[src/hdl/aosba_pkg.sv]
// Shared constants, types and register codes for the offset/scale boxcar averager.
`default_nettype none

package aosba_pkg;

    localparam int WINDOW  = 20;
    localparam int SLOT_W  = (WINDOW > 1) ? $clog2(WINDOW) : 1;
    localparam int AXES    = 3;

    localparam int RAW_W   = 16;
    localparam int OFS_W   = 11;
    localparam int GAIN_W  = 8;
    localparam int CORR_W  = RAW_W + 1;
    localparam int MUL_W   = CORR_W + GAIN_W + 1;
    localparam int SCL_W   = 25;
    localparam int SUM_W   = 31;
    localparam int AVG_W   = 16;
    localparam int QUO_W   = AVG_W + 1;

    localparam int TDATA_W = AXES * RAW_W;
    localparam int PADDR_W = 4;
    localparam int PDATA_W = 32;

    // Clamp bounds on the running sum: beyond them the truncated mean saturates.
    localparam int LIM_POS = 32767 * WINDOW + WINDOW - 1;
    localparam int LIM_NEG = 32768 * WINDOW + WINDOW - 1;
    localparam int MAG_W   = $clog2(LIM_NEG + 1);

    // Reciprocal of the window length, exact for magnitudes below 2**DIV_K / WINDOW.
    localparam int DIV_K   = 28;
    localparam int RECIP   = (2 ** DIV_K + WINDOW - 1) / WINDOW;
    localparam int RECIP_W = $clog2(RECIP + 1);
    localparam int PROD_W  = ((MAG_W + RECIP_W) > (DIV_K + QUO_W)) ?
                             (MAG_W + RECIP_W) : (DIV_K + QUO_W);

    localparam int OQ_DEPTH = 8;
    localparam int OQ_PTR_W = $clog2(OQ_DEPTH);
    localparam int OQ_CNT_W = $clog2(OQ_DEPTH + 1);

    localparam logic [SLOT_W-1:0]        SLOT_LAST   = SLOT_W'(WINDOW - 1);
    localparam logic signed [SUM_W-1:0]  SUM_LIM_POS = SUM_W'(LIM_POS);
    localparam logic signed [SUM_W-1:0]  SUM_LIM_NEG = SUM_W'(-LIM_NEG);
    localparam logic [MAG_W-1:0]         MAG_LIM_POS = MAG_W'(LIM_POS);
    localparam logic [MAG_W-1:0]         MAG_LIM_NEG = MAG_W'(LIM_NEG);
    localparam logic [PROD_W-1:0]        RECIP_C     = PROD_W'(RECIP);

    localparam logic signed [OFS_W-1:0]  OFFSET_X_RST   = 11'sd2;
    localparam logic signed [OFS_W-1:0]  OFFSET_Y_RST   = -11'sd14;
    localparam logic signed [OFS_W-1:0]  OFFSET_Z_RST   = -11'sd290;
    localparam logic [GAIN_W-1:0]        SCALE_GAIN_RST = 8'd15;

    typedef enum logic [1:0] {
        REG_OFFSET_X   = 2'd0,
        REG_OFFSET_Y   = 2'd1,
        REG_OFFSET_Z   = 2'd2,
        REG_SCALE_GAIN = 2'd3
    } t_reg_idx;

    typedef struct packed {
        logic signed [OFS_W-1:0] offset_x;
        logic signed [OFS_W-1:0] offset_y;
        logic signed [OFS_W-1:0] offset_z;
        logic [GAIN_W-1:0]       scale_gain;
    } t_cfg;

    typedef logic [AXES-1:0][RAW_W-1:0] t_raw_vec;
    typedef logic [AXES-1:0][SCL_W-1:0] t_scl_vec;
    typedef logic [AXES-1:0][SUM_W-1:0] t_sum_vec;
    typedef logic [AXES-1:0][AVG_W-1:0] t_avg_vec;

endpackage

`default_nettype wire

[src/hdl/aosba_cfg.sv]
// Configuration register bank behind the APB-style port.
`default_nettype none

module aosba_cfg (
    input  wire logic                          i_clk,
    input  wire logic                          i_rst_n,
    input  wire logic                          psel,
    input  wire logic                          penable,
    input  wire logic                          pwrite,
    input  wire logic [aosba_pkg::PADDR_W-1:0] paddr,
    input  wire logic [aosba_pkg::PDATA_W-1:0] pwdata,
    output logic      [aosba_pkg::PDATA_W-1:0] prdata,
    output logic                               pready,
    output aosba_pkg::t_cfg                    o_cfg
);
    import aosba_pkg::*;

    t_cfg     r_cfg;
    t_reg_idx reg_idx;
    logic     wr_en;

    assign pready  = 1'b1;
    assign wr_en   = psel && penable && pwrite && pready;
    assign reg_idx = t_reg_idx'(paddr[PADDR_W-1:2]);
    assign o_cfg   = r_cfg;

    always_ff @(posedge i_clk) begin
        if (!i_rst_n) begin
            r_cfg.offset_x   <= OFFSET_X_RST;
            r_cfg.offset_y   <= OFFSET_Y_RST;
            r_cfg.offset_z   <= OFFSET_Z_RST;
            r_cfg.scale_gain <= SCALE_GAIN_RST;
        end else if (wr_en) begin
            case (reg_idx)
                REG_OFFSET_X:   r_cfg.offset_x   <= pwdata[OFS_W-1:0];
                REG_OFFSET_Y:   r_cfg.offset_y   <= pwdata[OFS_W-1:0];
                REG_OFFSET_Z:   r_cfg.offset_z   <= pwdata[OFS_W-1:0];
                REG_SCALE_GAIN: r_cfg.scale_gain <= pwdata[GAIN_W-1:0];
                default: ;
            endcase
        end
    end

    always_comb begin
        case (reg_idx)
            REG_OFFSET_X:   prdata = PDATA_W'(r_cfg.offset_x);
            REG_OFFSET_Y:   prdata = PDATA_W'(r_cfg.offset_y);
            REG_OFFSET_Z:   prdata = PDATA_W'(r_cfg.offset_z);
            REG_SCALE_GAIN: prdata = PDATA_W'(r_cfg.scale_gain);
            default:        prdata = '0;
        endcase
    end

endmodule

`default_nettype wire

[config.mk]
export PLATFORM = sky130hd
export DESIGN_NAME = aosba_cfg
export DESIGN_NICKNAME = d
export VERILOG_FILES = /design/src/hdl/aosba_pkg.sv /design/src/hdl/aosba_cfg.sv
export SDC_FILE = /design/constraint.sdc
export NUM_CORES = 1
export LEC_CHECK = 0
export BUFFER_PORTS_ARGS = -buffer_cell sky130_fd_sc_hd__buf_2
export CORE_MARGIN = 2
export CORE_UTILIZATION = 35
export CTS_CLUSTER_SIZE = 16
export DETAILED_ROUTE_END_ITERATION = 8
export GPL_TIMING_DRIVEN = 0
export PLACE_DENSITY = 0.65
export SYNTH_ARGS = -nofsm -noshare
export SYNTH_HDL_FRONTEND = slang
export SYNTH_SLANG_ARGS = --single-unit
[constraint.sdc]
create_clock -name i_clk -period 7.7 [get_ports i_clk]
set_input_delay 1.155 -clock i_clk [delete_from_list [all_inputs] [get_ports i_clk]]
set_output_delay 1.155 -clock i_clk [all_outputs]
set_load 0.01 [all_outputs]
Word-level counts from Yosys, hierarchy flattened --
Cells that the tools add are included. Widths: inputs -> output; s select.
Cells by class: $add $sub $neg 0, multiply operators 0, divide/modulo/power cells 0, magnitude comparators 0, equality and inequality tests 3, shift-type cells 0, muxes and demuxes 1, bitwise logic cells 0, reduce and logical (&&, ||, !) cells 7
Operators by type and width (count):
- $pmux 32 s4 | 1
- $reduce_and 2->1 | 4
- $eq 2x2->1 const B | 2
- $eq 2x1->1 const B | 1
- $logic_and 1x1->1 | 2
- $logic_not 2->1 | 1
Storage, ports and cells: register bits after elaboration 41, bits in latches 0, bits in writable memories 0, memory bits (read-only) 0, input port bits 41, output and inout bits 74, logic and storage cells 15, memories 0

Depth between registers and ports, before layout --
Gate-level depths: netlist of the first run.
depth in word-level cells 3, gate-level depth with buffers 5, gate-level depth less buffers 3

Least setup slack after synthesis of the first run --
No wires, ideal clock.
path type input to output, from in paddr[3] in the netlist's numbering, to out prdata[11] in the netlist's numbering, data arrival time 3.143 ns, required time 6.545 ns, path slack 3.402 ns, stages 4, buffers on the path 3, cells stage by stage buf_4 buf_6 o21ai_0 buf_4
Between the ends: cells in the longest elaborated chain, start to end 2, elaborated cells between the ends (all ways) 5, those cells by class eq/ne: 3; mux: 1; reduce/logical: 1
Ends and longest elaborated chain:
- start, declared | line aosba_cfg.sv:10 | input wire logic [aosba_pkg::PADDR_W-1:0] paddr,
- $eq 2x2->1 (tied with other cells) | line aosba_cfg.sv:45 | case (reg_idx)
- $pmux 32 s4 (*) | line aosba_cfg.sv:45
- end, declared | line aosba_cfg.sv:12 | output logic [aosba_pkg::PDATA_W-1:0] prdata,
Mark *: on every way between the ends. The rest lies on a longest branch, timed or not.

Final worst setup path of the first run --
from in paddr[3] in the netlist's numbering, to out prdata[25] in the netlist's numbering
The elaborated chain is that of the path after synthesis.

==> metrics.md, run 1 <==
| Metric | Value |
|---|---|
| Slowest-stage cell, CP | `clkbuf_1` |
| Final Power | `between 400 and 500 µW` |
| Critical R2R Capture | `o_cfg[9]$_SDFFE_PN1P_` |
| Via density | `4.74` |
| Global Route Usage Sum | `17.5%` |
| Layout area overhead | `31.1%` |
| GRT overflow | `0` |
| Ratio of final minimum period to clock period | `49.8%` |
| Slowest stage delay, CP | `0.43 ns` |
| TritonCTS Buffers | `5` |
| Logic pwr share | `18.1%` |
| Worst setup SP type | `input port` |
| First-pass DRT Iterations | `4` |
| Final Non-Filler Cells | `392` |
| Clock Sinks | `41` |
| Critical path capture point type | `output pin` |
| R2R Path Start | `o_cfg[9]$_SDFFE_PN1P_` |
| Largest net degree at the start of global routing | `19` |
| Row cnt | `28` |
| Avg WL per Cell | `approximately 14 µm` |
| Antenna Cells | `0` |
| Synthesized area | `between 2000 and 2500 µm²` |
| Worst hold slack | `~0.48 ns` |
| PortBufs | `90` |
| # IOs | `115` |
| Max FFs per register | `41` |
| Metal2 WL | `roughly 2600 µm` |
| Final TNS setup | `0 ns` |
| Internal power | `about 330 µW` |
| WP data arrival | `2.68 ns` |
| Pwr/cell area | `164 nW/µm²` |
| Lkg Pwr | `1.26 nW` |
| Clock Tree Root | `clkbuf_8` |
| Max cap viols | `0` |
| Worst Path Class, Setup | `input port to output pin` |
| Clock skew | `0 ns` |
| Width of the die | `approximately 80 µm` |
| Final setup violation count | `0` |
| Register area share after synthesis | `39.4%` |
| Top Family by Delay on Critical Path | `buffers and inverters` |
| DR DRC count | `0` |
| Post-CTS Setup Bufs | `0` |
| Hold Path End | `o_cfg[33]$_SDFFE_PN0P_` |
| Seq pwr share | `48.4%` |
| CTS Hold Buffers Added | `0` |
| Nets | `~360` |
| Final Core Density | `46.7%` |
| Worst vdd ir | `0.0000636 V` |
| Worst slew pin tran | `0.550 ns` |
| Routed wl met3 | `438 µm` |
| Worst-skew pair later-pin latency | `approximately 0.29 ns` |
| Slew headroom | `63.3%` |
| DR top layer | `met4` |
| Crit path buffers/inverters | `5` |
| Yosys cell types | `25` |
| Initial DRC count | `approximately 150` |
| Syn. warnings | `0` |
| Global placement routability congestion | `approximately 0.77` |
| Die height | `81.2 µm` |
| Max Slew Vio Count | `0` |
| Reg2reg path depth | `3` |
| Worst hold path stage count | `2` |
| Initial Util | `35.6%` |
| Finished Cell Area | `2730 µm²` |
| Initial antenna violation count | `0` |
| Die area | `6590 µm²` |
| Post-Route M1 WL | `2560 µm` |
| CTS clock-pin slew for the worst setup and hold paths | `0.08 ns` |
| TritonCTS clock tree | `built` |
| Syn Nets | `259` |
| CP cell instances | `buf_2, nor2b_1, clkbuf_1, nand2_1, o21ai_1, buf_4, buf_4, buf_2` |
| Clock Power Share | `between 30% and 40%` |
| Via count | `1,860` |
| Worst endpoint required time | `6.55 ns` |
| Switching Fraction | `26.9%` |
| Vias in the first global route | `around 1,600` |
| Total Routed Length | `5610 µm` |
| Clk buf depth | `2` |
| Core area | `5850 µm²` |
| Register bit total from synthesis | `slightly above 40` |
| Hold Crit Start | `o_cfg[33]$_SDFFE_PN0P_` |
| Max FO, Critical Path | `18` |
| Dpl cell area | `between 2000 and 3000 µm²` |
| Endpoints failing hold | `0` |
| PostCTS Resize Cnt | `0` |
| Syn avg cell area | `9.56 µm²` |
| Final HPWL DP | `between 4000 and 5000 µm` |
| Outcome | `complete, no violations` |
| FF-to-FF setup slack | `6.94 ns` |
| Share of layout cells above drive strength 1 | `approximately 45%` |
| Gate count after technology mapping | `218` |
| RSZ-0062 raised after global routing | `false` |
| Max Fclk | `0.261 GHz` |
| Worst hold-check path type | `flip-flop to flip-flop` |
| CTS H-tree depth | `2` |
| First-pass GRT wire length | `8540 µm` |
| Placed Cells incl. Taps | `384` |
| Time the worst path needs with I/O delays and setup | `3.83 ns` |
| PnR worst setup slack | `3.87 ns` |
| Post-route ant nets | `0` |
| Place WS | `3.83 ns` |
| Switching power | `around 120 µW` |
-- worst register-to-register path, delay by kind of cell (launching register included) --
kind,cells,cell delay (ns)
simple gates,1,0.14
compound gates,2,0.17
flops,1,0.34
-- cells in the mapped netlist, drive strengths merged --
master | number | area [µm²]
nand4 | 3 | 18.8
dfxtp | 41 | 821
and2 | 1 | 6.26
or3 | 1 | 6.26
o21ai | 7 | 35.0
o31ai | 1 | 7.51
a21oi | 12 | 60.1
buf | 32 | 233
nor3b | 1 | 12.5
nand2b | 6 | 37.5
clkbuf | 5 | 18.8
conb | 1 | 3.75
mux4 | 8 | 180
nand3 | 7 | 40.0
o211ai | 4 | 30.0
nor2b | 17 | 106
nor3 | 1 | 5.00
inv | 3 | 11.3
nand2 | 34 | 128
and3 | 1 | 6.26
mux2i | 31 | 310
nor2 | 1 | 6.26
-- cell families (layout without fill, tap and decap cells) --
kind of cell	count (synthesis)	in the layout	share of synthesized area, %
AND/OR/NAND/NOR	73	73	17.9
flip-flops	41	41	39.4
buffers and inverters	40	139	12.6
multiplexers	39	39	23.5
AO/OA/AOI/OAI	24	24	6.37
other	1	1	0.180
-- worst max-delay path by stage --
stage	start	end	depth (start not counted)
5_1_grt	paddr[3]	prdata[18]	8
3_5_place_dp	paddr[3]	prdata[25]	8
3_3_place_gp	paddr[3]	prdata[31]	6
4_1_cts	paddr[3]	prdata[20]	8
2_1_floorplan	paddr[3]	prdata[11]	4
6_report	paddr[3]	prdata[25]	8
-- power by group through the flow --
stage | clock, mW | sequential, mW | combinational, mW
after detailed placement | 0 | 0.222 | 0.0819
after global routing | 0.161 | 0.218 | 0.0894
final | 0.150 | 0.217 | 0.0812
after CTS | 0.153 | 0.217 | 0.0822
after global placement | 0 | 0.222 | 0.0818
after floorplan | 0 | 0.223 | 0.0510
-- layer usage --
layer	up-vias	global-route usage, %
li1	916	-
met1	865	22.7
met2	74	28.8
met3	5	4.89
met4	0	4.24
met5	-	0
-- cells in the final DEF, fill, tap and decap left out --
| master | netlist | layout |
|---|---|---|
| or3_1 | 1 | 1 |
| clkinv_2 | 0 | 1 |
| nor2_2 | 1 | 1 |
| a21oi_1 | 12 | 12 |
| mux2i_1 | 31 | 31 |
| buf_4 | 24 | 25 |
| o21ai_0 | 7 | 6 |
| nand2b_1 | 6 | 6 |
| o211ai_1 | 4 | 4 |
| and2_1 | 1 | 1 |
| buf_6 | 2 | 2 |
| nand2_1 | 34 | 34 |
| inv_1 | 3 | 3 |
| nor3_1 | 1 | 1 |
| nand3_1 | 6 | 6 |
| nand4_1 | 3 | 3 |
| buf_2 | 6 | 96 |
| nor2b_1 | 17 | 17 |
| nor3b_2 | 1 | 1 |
| clkbuf_1 | 5 | 5 |
| mux4_2 | 8 | 8 |
| conb_1 | 1 | 1 |
| dfxtp_1 | 41 | 41 |
| clkinv_4 | 0 | 1 |
| nand3_2 | 1 | 1 |
| o31ai_1 | 1 | 1 |
| and3_1 | 1 | 1 |
| o21ai_1 | 0 | 1 |
| clkbuf_8 | 0 | 6 |
-- layout make-up --
type / count / area, µm²
Timing Repair Buffer: 91 / 458
Multi-Input combinational cell: 137 / 1000
Sequential cell: 41 / 821
Fill cell: 596 / 3120
Buffer: 37 / 251
Clock inverter: 2 / 13.8
Clock buffer: 6 / 82.6
Tap cell: 75 / 93.8
Inverter: 3 / 11.3
Power figures use the tool's default switching activity.
==> run 2, diff against run 1 <==
--- a/config.mk
+++ b/config.mk
@@ -5,13 +5,14 @@
 export SDC_FILE = /design/constraint.sdc
 export NUM_CORES = 1
 export LEC_CHECK = 0
+export ABC_AREA = 1
 export BUFFER_PORTS_ARGS = -buffer_cell sky130_fd_sc_hd__buf_2
 export CORE_MARGIN = 2
 export CORE_UTILIZATION = 35
 export CTS_CLUSTER_SIZE = 16
 export DETAILED_ROUTE_END_ITERATION = 8
 export GPL_TIMING_DRIVEN = 0
-export PLACE_DENSITY = 0.65
+export PLACE_DENSITY = 0.69
 export SYNTH_ARGS = -nofsm -noshare
 export SYNTH_HDL_FRONTEND = slang
 export SYNTH_SLANG_ARGS = --single-unit
==> constraint.sdc (replaced) <==
create_clock -name i_clk -period 3.3 [get_ports i_clk]
set_input_delay 0.495 -clock i_clk [delete_from_list [all_inputs] [get_ports i_clk]]
set_output_delay 0.495 -clock i_clk [all_outputs]
set_load 0.01 [all_outputs]
==> run 2 against run 1 <==
Compared with the run above:
- final area decreased by 2.0%
- core utilization is 1.6 points higher
- first-iteration DRC count is 31% lower
- sequential cell count stayed put
==> metrics.md, run 2 <==
| Metric | Value |
|---|---|
| Clock Sinks | `between 40 and 50` |
| Share of synthesized registers carrying an async set or reset | `0%` |
| Core area | `around 5500 µm²` |
| Clock Tree Root | `clkbuf_8` |
| Antenna Cells | `0` |
| Vias in the first global route | `1,981` |
| Syn avg cell area | `approximately 6.6 µm²` |
| Seq pwr share | `44.5%` |
| Largest net degree at the start of global routing | `23` |
| First-pass DRT Iterations | `4` |
| TritonCTS Buffers | `5` |
| Max FFs per register | `41` |
| GRT overflow | `0` |
| Fillers | `591` |
| Max FO, Critical Path | `22` |
| Multi-input logic area | `892 µm²` |
| Max Fclk | `about 0.37 GHz` |
| Reg2reg path depth | `2` |
| Total Routed Length | `5940 µm` |
| Post-synth EDFFs | `0` |
| Slowest-stage cell, CP | `nand3_1` |
| Die area | `6400 µm²` |
| Final Power | `1.15 mW` |
| WP data arrival | `2.23 ns` |
| PnR worst setup slack | `0.579 ns` |
| Width of the die | `80.0 µm` |
| TritonCTS clock tree | `built` |
| Final Non-Filler Cells | `about 470` |
| Worst-skew pair later-pin latency | `approximately 0.3 ns` |
| Worst endpoint required time | `around 2.8 ns` |
| PostCTS Resize Cnt | `0` |
| Post-CTS Setup Bufs | `0` |
| Clock Power Share | `37.5%` |
| Sequential cell area | `around 820 µm²` |
| Initial DRC count | `101` |
| Final TNS setup | `0 ns` |
| Max cap viols | `0` |
| Syn Nets | `346` |
| CTS clock-pin slew for the worst setup and hold paths | `0.08 ns` |
| Via count | `around 2,200` |
| Ratio of final minimum period to clock period | `82.5%` |
| RSZ-0062 raised after global routing | `false` |
| Yosys cell types | `15` |
| Hold Crit Start | `pwdata[0]` |
| Most common cell after layout, fill and taps aside | `nand2_1` |
| Logic pwr share | `18.0%` |
| Clock skew | `0 ns` |
| Switching power | `309 µW` |
| Via density | `4.56` |
| Dpl cell area | `around 2600 µm²` |
| Clk buf depth | `2` |
| Placed Cells incl. Taps | `~470` |
| Layout area overhead | `32.4%` |
| FF-to-FF setup slack | `2.68 ns` |
| DR DRC count | `0` |
| Syn. warnings | `0` |
| Worst vdd ir | `0.000195 V` |
| Register area share after synthesis | `40.6%` |
| Register bit total from synthesis | `41` |
| Most frequent cells in the layout | `108 x nand2_1, 93 x buf_2, 45 x nand3_1` |
| Critical path capture point type | `output pin` |
| Top-count cell post-synth | `nand2_1` |
| Pwr/cell area | `431 nW/µm²` |
| Critical R2R Capture | `o_cfg[31]$_SDFFE_PN1P_` |
| Finished Cell Area | `2680 µm²` |
| Synthesized area | `2020 µm²` |
| Hold Path End | `o_cfg[0]$_SDFFE_PN1P_` |
| Dominant cell type by area after synthesis | `dfxtp_1` |
| Final setup violation count | `0` |
| Worst slew pin tran | `0.684 ns` |
| Initial Util | `roughly 36%` |
| Slew headroom | `54.2%` |
| Top cell type's share of synthesized area | `around two fifths` |
| Global Route Usage Sum | `19.2%` |
| Most common flop cell mapped by yosys | `dfxtp_1` |
| Die height | `approximately 80 µm` |
| Switching Fraction | `26.8%` |
| Slowest stage delay, CP | `about 0.51 ns` |
| Max Slew Vio Count | `0` |
| Share of layout cells above drive strength 1 | `between 30% and 40%` |
| Post-route ant nets | `0` |
| Crit-path most repeated cell | `buf_2` |
| Lkg Pwr | `1.41 nW` |
| PortBufs | `89` |
| # IOs | `115` |
| Worst Path Class, Setup | `input port to output pin` |
| Worst hold path stage count | `3` |
| Worst setup SP type | `input port` |
| Place WS | `0.546 ns` |
| First-pass GRT wire length | `9470 µm` |
| Internal power | `844 µW` |
| Initial antenna violation count | `0` |
| Critical Path Source | `paddr[3]` |
| Nets | `~440` |
| Area contributors post-synth | `dfxtp_1 41%, nand2_1 20%, nand3_1 11%` |
| CTS Hold Buffers Added | `0` |
| Post-synth top cells | `108 x nand2_1, 45 x nand3_1, 44 x nor2_1` |
| Avg WL per Cell | `12.5 µm` |
| Gate count after technology mapping | `305` |
| CP cell instances | `buf_2, nor2_1, clkbuf_1, nand2_1, nand3_1, buf_4, buf_2` |
| Endpoints failing hold | `0` |
| Worst hold-check path type | `input port to flip-flop` |
| Outcome | `complete, no violations` |
| Global placement routability congestion | `0.823` |
| Final HPWL DP | `between 4000 and 5000 µm` |
| Time the worst path needs with I/O delays and setup | `around 2.7 ns` |
| CTS H-tree depth | `2` |
| R2R Path Start | `o_cfg[31]$_SDFFE_PN1P_` |
| Row cnt | `27` |
## run 2: layout make-up
class / count / area share (%)
buffer: 37 / 9.58
clock buffer: 6 / 3.08
clock inverter: 2 / 1.40
inverter: 14 / 1.96
multi-input combinational: 213 / 33.3
sequential: 41 / 30.7
tap: 72 / 3.36
timing repair buffer: 89 / 16.6
## run 2: logic make-up (layout without fill, tap and decap cells)
kind of cell    count (synthesis)  count (layout)  synth area share (%)
compound gates                  1               1                 0.247
flops                          41              41                  40.6
other cells                     1               1                 0.185
simple gates                  211             211                  43.7
buf+inv                        51             148                  15.3
## run 2: worst max-delay path by stage
stage | to | slack [ns] | cells past startpoint
final | prdata[17] | 0.58 | 7
after global routing | prdata[24] | 0.37 | 7
after CTS | prdata[17] | 0.54 | 7
after detailed placement | prdata[17] | 0.55 | 7
after global placement | prdata[23] | 0.62 | 7
after floorplan | prdata[11] | 1.13 | 5
## run 2: power groups by stage
stage | Sequential [mW] | Combinational (mW) | Clock (mW)
after CTS | 0.513 | 0.209 | 0.438
after detailed placement | 0.525 | 0.209 | 0
final | 0.513 | 0.208 | 0.432
after global placement | 0.525 | 0.206 | 0
after floorplan | 0.529 | 0.124 | 0
after global routing | 0.515 | 0.230 | 0.459
## run 2: per-layer routing
metal  vias to the layer above  GRT usage, %  wire (µm)
met5                         -             0          0
met1                       947          22.8       2440
met4                         0          5.93         59
met2                        89          33.5       2850
met3                         6          5.09        590
li1                       1120             -          -
## run 2: critical path, delay by kind of cell
family	cells	cell delay (ns)
and+or+nand+nor	3	0.77
buffers and inverters	4	0.95
## run 2: metrics by stage
| step | util (%) | hold slack (ns) |
|---|---|---|
| floorplan | - | 0.502 |
| global placement | 46.2 | 0.463 |
| detailed placement | 46.2 | 0.465 |
| CTS | 48.3 | 0.426 |
| global route | 48.3 | 0.443 |
| finish | 48.3 | 0.422 |
==> run 3, diff against run 2 <==
==> constraint.sdc (replaced) <==
create_clock -name i_clk -period 2.4 [get_ports i_clk]
set_input_delay 0.36 -clock i_clk [delete_from_list [all_inputs] [get_ports i_clk]]
set_output_delay 0.36 -clock i_clk [all_outputs]
set_load 0.01 [all_outputs]
==> run 3 against run 2 <==
Compared with the run above:
- global-route usage is essentially flat
- sequential power grew 38%
- worst setup slack lost 0.24 ns
- wire length grew 0.64%
- die area is the same
- sequential share of layout area shrank 0.071 points
- sequential cell count is the same
- power grew 38%
- register-to-register slack lost 0.90 ns
- largest cell class unchanged
==> metrics.md, run 3 (synthesis results as in run 2) <==
| Metric | Value |
|---|---|
| Outcome | `complete, no violations` |
| Via density | `4.53` |
| Vias in the first global route | `1,981` |
| Nets | `between 400 and 500` |
| CTS Hold Buffers Added | `0` |
| Worst setup SP type | `input port` |
| Worst endpoint required time | `2.04 ns` |
| Initial DRC count | `108` |
| Crit path buffers/inverters | `5` |
| Place WS | `-0.0837 ns` |
| Antenna Cells | `0` |
| Top Family by Delay on Critical Path | `buffers and inverters` |
| Seq pwr share | `44.5%` |
| Fillers | `592` |
| Most common cell after layout, fill and taps aside | `nand2_1` |
| Global Route Usage Sum | `19.2%` |
| Row cnt | `27` |
| TritonCTS Buffers | `5` |
| Reg2reg path depth | `2` |
| Crit-path most repeated cell | `buf_2` |
| Most frequent cells in the layout | `108 x nand2_1, 93 x buf_2, 44 x nor2_1, 44 x nand3_1, 41 x dfxtp_1` |
| Hold Path End | `o_cfg[0]$_SDFFE_PN1P_` |
| Time the worst path needs with I/O delays and setup | `2.06 ns` |
| Clock Power Share | `around 38%` |
| Initial Util | `roughly 36%` |
| First-pass DRT Iterations | `4` |
| Avg WL per Cell | `12.6 µm` |
| Via count | `2,147` |
| GRT overflow | `0` |
| First-pass GRT wire length | `9480 µm` |
| Max FFs per register | `41` |
| Worst hold slack | `0.288 ns` |
| Width of the die | `80.0 µm` |
| Max Slew Vio Count | `0` |
| FF-to-FF setup slack | `1.78 ns` |
| Die height | `~80 µm` |
| Layout area overhead | `32.7%` |
| Final HPWL DP | `4350 µm` |
| Logic pwr share | `17.9%` |
| Critical R2R Capture | `o_cfg[15]$_SDFFE_PN1P_` |
| Worst hold-check path type | `input port to flip-flop` |
| PortBufs | `89` |
| Clock skew | `0 ns` |
| Switching Fraction | `26.9%` |
| Total Routed Length | `approximately 6000 µm` |
| Clock Tree Root | `clkbuf_8` |
| Clk buf depth | `2` |
| CP cell instances | `buf_2, inv_1, nor2_2, buf_6, nand2_1, nand3_2, buf_4, buf_2` |
| Pwr/cell area | `a little under 600 nW/µm²` |
| Worst-skew pair later-pin latency | `0.30 ns` |
| Slowest-stage cell, CP | `nand3_2` |
| Worst hold path stage count | `3` |
| Slowest stage delay, CP | `0.29 ns` |
| Hold Crit Start | `pwdata[0]` |
| Endpoints failing hold | `0` |
| Clock Sinks | `41` |
| CTS clock-pin slew for the worst setup and hold paths | `approximately 0.08 ns` |
| Core area | `5540 µm²` |
| Largest net degree at the start of global routing | `23` |
| R2R Path Start | `o_cfg[15]$_SDFFE_PN1P_` |
| Max cap viols | `0` |
| PnR worst setup slack | `0.338 ns` |
| WP data arrival | `1.70 ns` |
| TritonCTS clock tree | `built` |
| Worst Path Class, Setup | `input port to output pin` |
| Die area | `about 6400 µm²` |
| RSZ-0062 raised after global routing | `false` |
| Max FO, Critical Path | `22` |
| Global placement routability congestion | `between 0.8 and 0.9` |
| Lkg Pwr | `1.42 nW` |
| Final setup violation count | `0` |
| # IOs | `about 120` |
| CTS H-tree depth | `2` |
| Ratio of final minimum period to clock period | `a little under nine tenths` |
| Critical path capture point type | `output pin` |
| Worst vdd ir | `0.000269 V` |
| Share of layout cells above drive strength 1 | `34.3%` |
| Initial antenna violation count | `0` |
| Max Fclk | `0.485 GHz` |
| Switching power | `426 µW` |
| Internal power | `1.16 mW` |
| DR DRC count | `0` |
| Post-route ant nets | `0` |
## run 3: metrics by stage
step	util (%)	setup TNS, ns	total power, mW	std cells	area (µm²)
after floorplan	-	0	0.898	305	2020
after global routing	48.4	0	1.66	474	2680
final	48.4	0	1.59	474	2680
after detailed placement	46.2	-1.62	1.01	466	2560
after CTS	48.4	0	1.59	474	2680
after global placement	46.2	-0.249	1.01	466	2560
## run 3: repair_timing
action,CTS,global route
gates cloned,0,0
endpoints found under the setup margin,22,9
buffers inserted,0,0
resized for setup,1,2
pin swaps,0,0
## run 3: routing by layer
metal,routed length [µm],part of all wire (%),global-route usage (%),up-vias
met5,0,0,0,-
met4,55,0.92,5.93,0
met3,546,9.1,4.98,5
met2,2910,49,33.6,83
met1,2470,41,22.9,941
li1,-,-,-,1118
## run 3: cell type report
cell class                      instances  area, µm²  share of cell area [%]
Buffer                                 37        258                    9.60
Multi-Input combinational cell        213        897                    33.4
Tap cell                               72       90.1                    3.36
Timing Repair Buffer                   89        445                    16.6
Clock inverter                          2       37.5                    1.40
Clock buffer                            6       82.6                    3.08
Inverter                               14       52.6                    1.96
Sequential cell                        41        821                    30.6
## run 3: worst max path at each step
stage / from / end / cells past startpoint
after floorplan: paddr[3] / prdata[11] / 5
after global placement: paddr[3] / prdata[23] / 7
after detailed placement: paddr[3] / prdata[17] / 7
after CTS: paddr[3] / prdata[17] / 7
after global routing: paddr[3] / prdata[24] / 8
final: paddr[3] / prdata[17] / 8
## run 3: power by group through the flow
stage,clock network [mW],logic (mW),registers [mW]
after global placement,0,0.283,0.722
final,0.595,0.284,0.706
after floorplan,0,0.170,0.728
after CTS,0.602,0.286,0.706
after global routing,0.632,0.316,0.708
after detailed placement,0,0.287,0.722
## run 3: worst register-to-register path, cell delays in order (launching register included)
cell and delay, ns:
dfxtp_1 0.35, nand2_1 0.07, nand3_1 0.07
